==> config.mk <==
export PLATFORM = sky130hd
export DESIGN_NAME = hcr_queue
export DESIGN_NICKNAME = d
export VERILOG_FILES = /design/src/design/hcr_pkg.sv /design/src/design/hcr_queue.sv
export SDC_FILE = /design/constraint.sdc
export NUM_CORES = 1
export LEC_CHECK = 0
export ABC_AREA = 1
export BUFFER_PORTS_ARGS = -buffer_cell sky130_fd_sc_hd__buf_2
export CAP_MARGIN = 20
export CORE_MARGIN = 2
export CORE_UTILIZATION = 57
export CTS_BUF_LIST = sky130_fd_sc_hd__clkbuf_2 sky130_fd_sc_hd__clkbuf_4 sky130_fd_sc_hd__clkbuf_8
export DETAILED_ROUTE_END_ITERATION = 8
export PLACE_DENSITY = 0.84
export SLEW_MARGIN = 0
export SYNTH_ARGS = -nofsm -noshare
export SYNTH_HDL_FRONTEND = slang
export SYNTH_SLANG_ARGS = --single-unit
==> constraint.sdc <==
create_clock -name i_clk -period 2.65 [get_ports i_clk]
set_input_delay 0.3975 -clock i_clk [delete_from_list [all_inputs] [get_ports i_clk]]
set_output_delay 0.3975 -clock i_clk [all_outputs]
set_load 0.01 [all_outputs]
==> src/design/hcr_pkg.sv <==
`timescale 1ns / 1ps
// Shared types and constants of the Harris corner response block.
// Used by every module of the block; depends on nothing.
package hcr_pkg;

    // Half width of the Gaussian window. The window datapath is built for this size.
    localparam int WIN_HALF = 5;
    localparam int EDGE     = WIN_HALF + 1;
    localparam int FULL     = 2 * EDGE;
    localparam int MIN_SIZE = 2 * EDGE + 1;

    // Gaussian taps in unsigned Q0.16, center first. The outermost tap is the smallest.
    localparam logic [15:0] GAUSS_Q16 [5] = '{16'd26145, 16'd15857, 16'd3538, 16'd290, 16'd8};

    localparam int DC_W   = 13;
    localparam int QDEPTH = 4;
    localparam int QPW    = 2;
    localparam int QCW    = 3;

    // Configuration register indexes.
    localparam logic [1:0] CFG_WIDTH  = 2'd0;
    localparam logic [1:0] CFG_HEIGHT = 2'd1;
    localparam logic [1:0] CFG_ALPHA  = 2'd2;

    typedef logic [2:0][20:0]      t_trio;
    typedef logic [8:0][2:0][20:0] t_win;

    typedef struct packed {
        logic        valid;
        logic        vert;
        logic        emit;
        logic [10:0] row;
        logic [10:0] col;
        logic        fe;
    } t_tag;

    typedef struct packed {
        logic signed [10:0] ix;
        logic signed [10:0] iy;
        logic [DC_W-1:0]    dc;
        t_tag               tag;
    } t_qitem;

endpackage

==> src/design/hcr_queue.sv <==
`timescale 1ns / 1ps
// Short queue of derivative items between the front and back ends.
// Depends on hcr_pkg.
module hcr_queue (
    input  logic                     i_clk,
    input  logic                     i_rst_n,
    input  logic                     i_push,
    input  hcr_pkg::t_qitem          i_item,
    input  logic                     i_pop,
    output hcr_pkg::t_qitem          o_item,
    output logic                     o_nonempty,
    output logic [hcr_pkg::QCW-1:0]  o_count
);
    hcr_pkg::t_qitem             r_mem [hcr_pkg::QDEPTH];
    logic [hcr_pkg::QPW-1:0]     r_wp, r_rp;
    logic [hcr_pkg::QCW-1:0]     r_count;

    always_ff @(posedge i_clk) begin
        if (!i_rst_n) begin
            r_wp    <= '0;
            r_rp    <= '0;
            r_count <= '0;
        end else begin
            if (i_push) begin
                r_wp <= r_wp + hcr_pkg::QPW'(1);
            end
            if (i_pop) begin
                r_rp <= r_rp + hcr_pkg::QPW'(1);
            end
            r_count <= r_count + hcr_pkg::QCW'(i_push) - hcr_pkg::QCW'(i_pop);
        end
    end

    always_ff @(posedge i_clk) begin
        if (i_push) begin
            r_mem[r_wp] <= i_item;
        end
    end

    assign o_item     = r_mem[r_rp];
    assign o_nonempty = r_count != '0;
    assign o_count    = r_count;

`ifndef NO_ASSERTIONS
    a_no_overflow: assert property (@(posedge i_clk) disable iff (!i_rst_n)
        i_push && !i_pop |-> r_count < hcr_pkg::QCW'(hcr_pkg::QDEPTH))
        else $error("queue push while full");
    a_no_underflow: assert property (@(posedge i_clk) disable iff (!i_rst_n)
        i_pop |-> r_count != '0)
        else $error("queue pop while empty");
    a_count_track: assert property (@(posedge i_clk) disable iff (!i_rst_n)
        i_push && !i_pop |=> r_count == $past(r_count) + hcr_pkg::QCW'(1))
        else $error("queue count lost a push");
`endif

endmodule

# [After elaboration in Yosys (flattened, before gate mapping)]
# Memory sizes are Yosys's and may differ from the RTL's. A register that Yosys moved wholly into a read port is not among the register bits.
# Cells that the tools add are included.
[op_classes] n_addsub=4 mux=4 reduce_logical=1
[ops] operator="$add A2 B1 Y2 const B" count=2
[ops] operator="$mux W2" count=2
[ops] operator="$add A3 B1 Y3" count=1
[ops] operator="$reduce_bool A3 Y1" count=1
[ops] operator="$sub A3 B1 Y3" count=1
[ops] operator="$mux W1" count=2
[totals] reg_bits=7 ramBits=244 in_bits=65 out_inout_bits=65 wordCells=13 n_memories=1
[mem_list] name="r_mem" words=4 width=61 rd=1 rd_clocked_by_memory_dff=1 wr=1 line="hcr_queue.sv:14" text="hcr_pkg::t_qitem r_mem [hcr_pkg::QDEPTH];"

# [Logic depth before layout (Yosys ltp)]
[depth] word_depth=3 depth_mapped=8 mapped_depth_nobuf=8

# [Worst setup path after synthesis]
# No wires, ideal clock.
[synth_timing] path_kind="flip-flop to flip-flop" start="register r_wp[0] in the netlist's numbering" end="memory r_mem[2][0] in the netlist's numbering (enable)" setup_time_ns=0.415 arrival_ns=1.775 t_required_ns=2.235 path_slack_ns=0.459 stages_incl_launch_ff=5 path_buffers=0 period_less_slack_ns=2.191 path_cell_list="dfxtp_1 -> inv_1 -> ha_1 -> nand2_1 -> inv_1"
[synth_rtl] item="start, declared" line="hcr_queue.sv:15" text="logic [hcr_pkg::QPW-1:0] r_wp, r_rp;"
[synth_rtl] item="start signal, assigned" line="hcr_queue.sv:25" text="r_wp <= r_wp + hcr_pkg::QPW'(1);"
[synth_rtl] item="end, declared" line="hcr_queue.sv:14"
# Straight into the memory's write port.

==> results.yml <==
routing:
  vias_per_cell: 5.11
  drt-total-wl_um: 18200
  wl_per_cell_um: 15.6
  drc: 0
  first_pass_iters: 4
  ant_nets: 0
  vias: 5984
  dr.first_iter.drc_count: 531
logic_synthesis:
  yosys.area_share.simple_pct: 4.86
  synth_nets: 838
  synth_compound_area_share_pct: 13.6
  avgSynthCellArea_um2: 13.7
  yosys-top-cells-area: "edfxtp_1 70%, o211ai_2 7.3%, inv_1 4.9%"
  synth.mux.area_fraction_pct: 0
  ys.flop_type: "edfxtp_1"
  synth_warnings: 0
  async_flop_share_pct: 0
  synth-seq-cells: 253
  yosys.area.top_type: "edfxtp_1"
  synthCells: 766
  synthMostInstantiatedCell: "edfxtp_1"
  ys_seq_area_share_pct: 71.6
  synth_edf_count: 244
  synth_top_family_by_area: "compound AO/OA/AOI/OAI gates"
  synth_adder_area_share_pct: 0.907
  yosys-top-cells-count: "244 x edfxtp_1, 137 x inv_1, 132 x nand2_1"
  synthXorXnorAreaFrac_pct: 0
  netlist_area_um2: 10500
  yosysTopAreaCellShare_pct: 69.9
  synth_cell_type_count: 17
global_route:
  grt_pass1_vias: 5996
  grt_use_total_pct: 18.9
  antenna_found_initial: 3
  overflow: 0
  grt_max_degree: 123
  grt_pass1_wl_um: 29000
sta:
  worst_slew_pin_slew_ps: 687
  max-slew-margin-rel_pct: 54.2
  min_period_over_period_pct: 91.4
  fin_skew_ps: 8.75
  fin_setup_tns_ps: 0
  setup_viol: 0
  hold_violations: 0
  period_minus_slack_ps: 2420
  slew_viol_final: 0
  rsz0062_at_grt: "no"
  fmax_ghz: 0.413
floorplanning:
  placementRows: 49
  core_um2: 18000
  start_util_pct: 58.1
  io_pins: 130
  die_area_um2: 19500
  dieHeight_um: 140
  die_w_um: 140
cells_and_area:
  finish.utilization_pct: 66.4
  syn2layout_area_growth_pct: 14.3
  drive_gt1_share_pct: 28.5
  finalNetCount: 982
hold_path:
  hp-start: "i_item[24]"
  min_path_cells: 1
  whs_endpoint: "r_mem[3][24]$_DFFE_PP_"
  hp-class: "input port to flop"
critical_path:
  crit_chain: "buf_12, a21oi_1, o21ai_1, nand2_1, buf_2"
  critical_path.max_stage_delay_ps: 550
  crit_arrival_ps: 2020
  crit_fanout: 98
  cpMaxStageDelayCell: "dfxtp_4"
  crit_required_ps: 2250
  cp-end-kind: "primary output"
  cp-start-kind: "flop"
  r2r_cells: 5
  crit_buf_inv: 2
  crit-reg2reg-capture: "r_mem[0][12]$_DFFE_PP_"
  r2r_slack_ps: 940
  crit_family: "flip-flops"
  r2r_start: "r_wp[0]$_SDFFE_PN0P_"
  critPathKind: "flop to primary output"
cts:
  clk_latency_ps: 510
  cts_sinks: 253
  clk_pin_slew_worst_paths_ps: 60
  cts_setup_buffers: 0
  cts_tree: "done"
  htree_levels: 2
  post_cts_resized: 0
  cts-hold-fix-buffers: 0
  cts_buffer_depth: 3
  cts_buffers: 41
  cts-root-buf: "clkbuf_8"
place:
  gp_congestion: 0.737
  hpwl_um: 10800
  port_buffers: 129
pwr:
  vdd_drop_max_uv: 528
  leakage_nw: 4.72
  p_per_area_nw_per_um2: 742
run_status:
  status: "finished clean"
flow_run:
  drv_cap: 0
[power breakdown]
| part | switching, mW | internal, mW |
|---|---|---|
| clock network | 1.40 | 1.98 |
| logic | 0.564 | 0.304 |
| registers | 0.0598 | 4.58 |
| total | 2.03 | 6.86 |
[per-layer routing]
layer | global-route usage (%) | wire, um | vias to the layer above | share of wire [%]
met5 | 0 | 21 | - | 0.12
met4 | 6.89 | 395 | 4 | 2.2
met3 | 5.40 | 1210 | 33 | 6.6
met2 | 32.3 | 9140 | 166 | 50
met1 | 23.1 | 7460 | 2833 | 41
li1 | - | - | 2948 | -
[sequential cells by signal, indices dropped and copies added (netlist names), named ones only]
signal,count
r_rp,2
r_wp,2
o_count,3
r_mem,244
[how the worst max path moves through the flow]
stage | end | cells after the start
2_1_floorplan | r_mem[2][0]$_DFFE_PP_ | 4
3_3_place_gp | o_item[50] | 5
3_5_place_dp | o_item[43] | 5
4_1_cts | o_item[50] | 5
5_1_grt | o_item[41] | 5
6_report | o_item[50] | 5
[area by class of cell]
| cell class | count | area [um^2] |
|---|---|---|
| Tap cell | 229 | 287 |
| Sequential cell | 253 | 7510 |
| Multi-Input combinational cell | 335 | 2030 |
| Inverter | 137 | 514 |
| Fill cell | 1276 | 6050 |
| Timing Repair Buffer | 142 | 793 |
| Clock buffer | 52 | 647 |
| Clock inverter | 20 | 184 |
| Antenna cell | 2 | 5.00 |
[logic make-up after synthesis]
| group | Yosys count |
|---|---|
| flip-flops | 253 |
| AO/OA/AOI/OAI | 193 |
| buffers and inverters | 178 |
| AND/OR/NAND/NOR | 135 |
| adder cells (fa/ha/maj) | 7 |
[cell usage in the layout, fill, tap and decap left out]
master,n
nor2_1,1
o211ai_2,61
dfxtp_4,2
fa_1,1
a21oi_1,67
clkbuf_4,11
clkbuf_8,41
o21ai_0,43
dfxtp_1,7
nand3_1,2
nand2_1,132
buf_4,9
bufinv_16,4
buf_12,4
diode_2,2
buf_2,129
ha_1,6
edfxtp_1,244
inv_1,133
inv_2,4
o21ai_1,22
clkinv_1,13
clkinv_2,3
[through the flow]
stage	power [mW]	std cells	instance area, um^2	worst slack, ps	hold slack (ps)
after floorplan	5.30	766	10500	459	436
after global placement	5.56	1096	11100	823	439
after detailed placement	5.59	1096	11100	803	458
after CTS	8.99	1168	12000	188	61.6
after global routing	9.26	1168	12000	79.7	65.7
final	8.89	1170	12000	229	89.4
(Power assumes the default switching activity.)
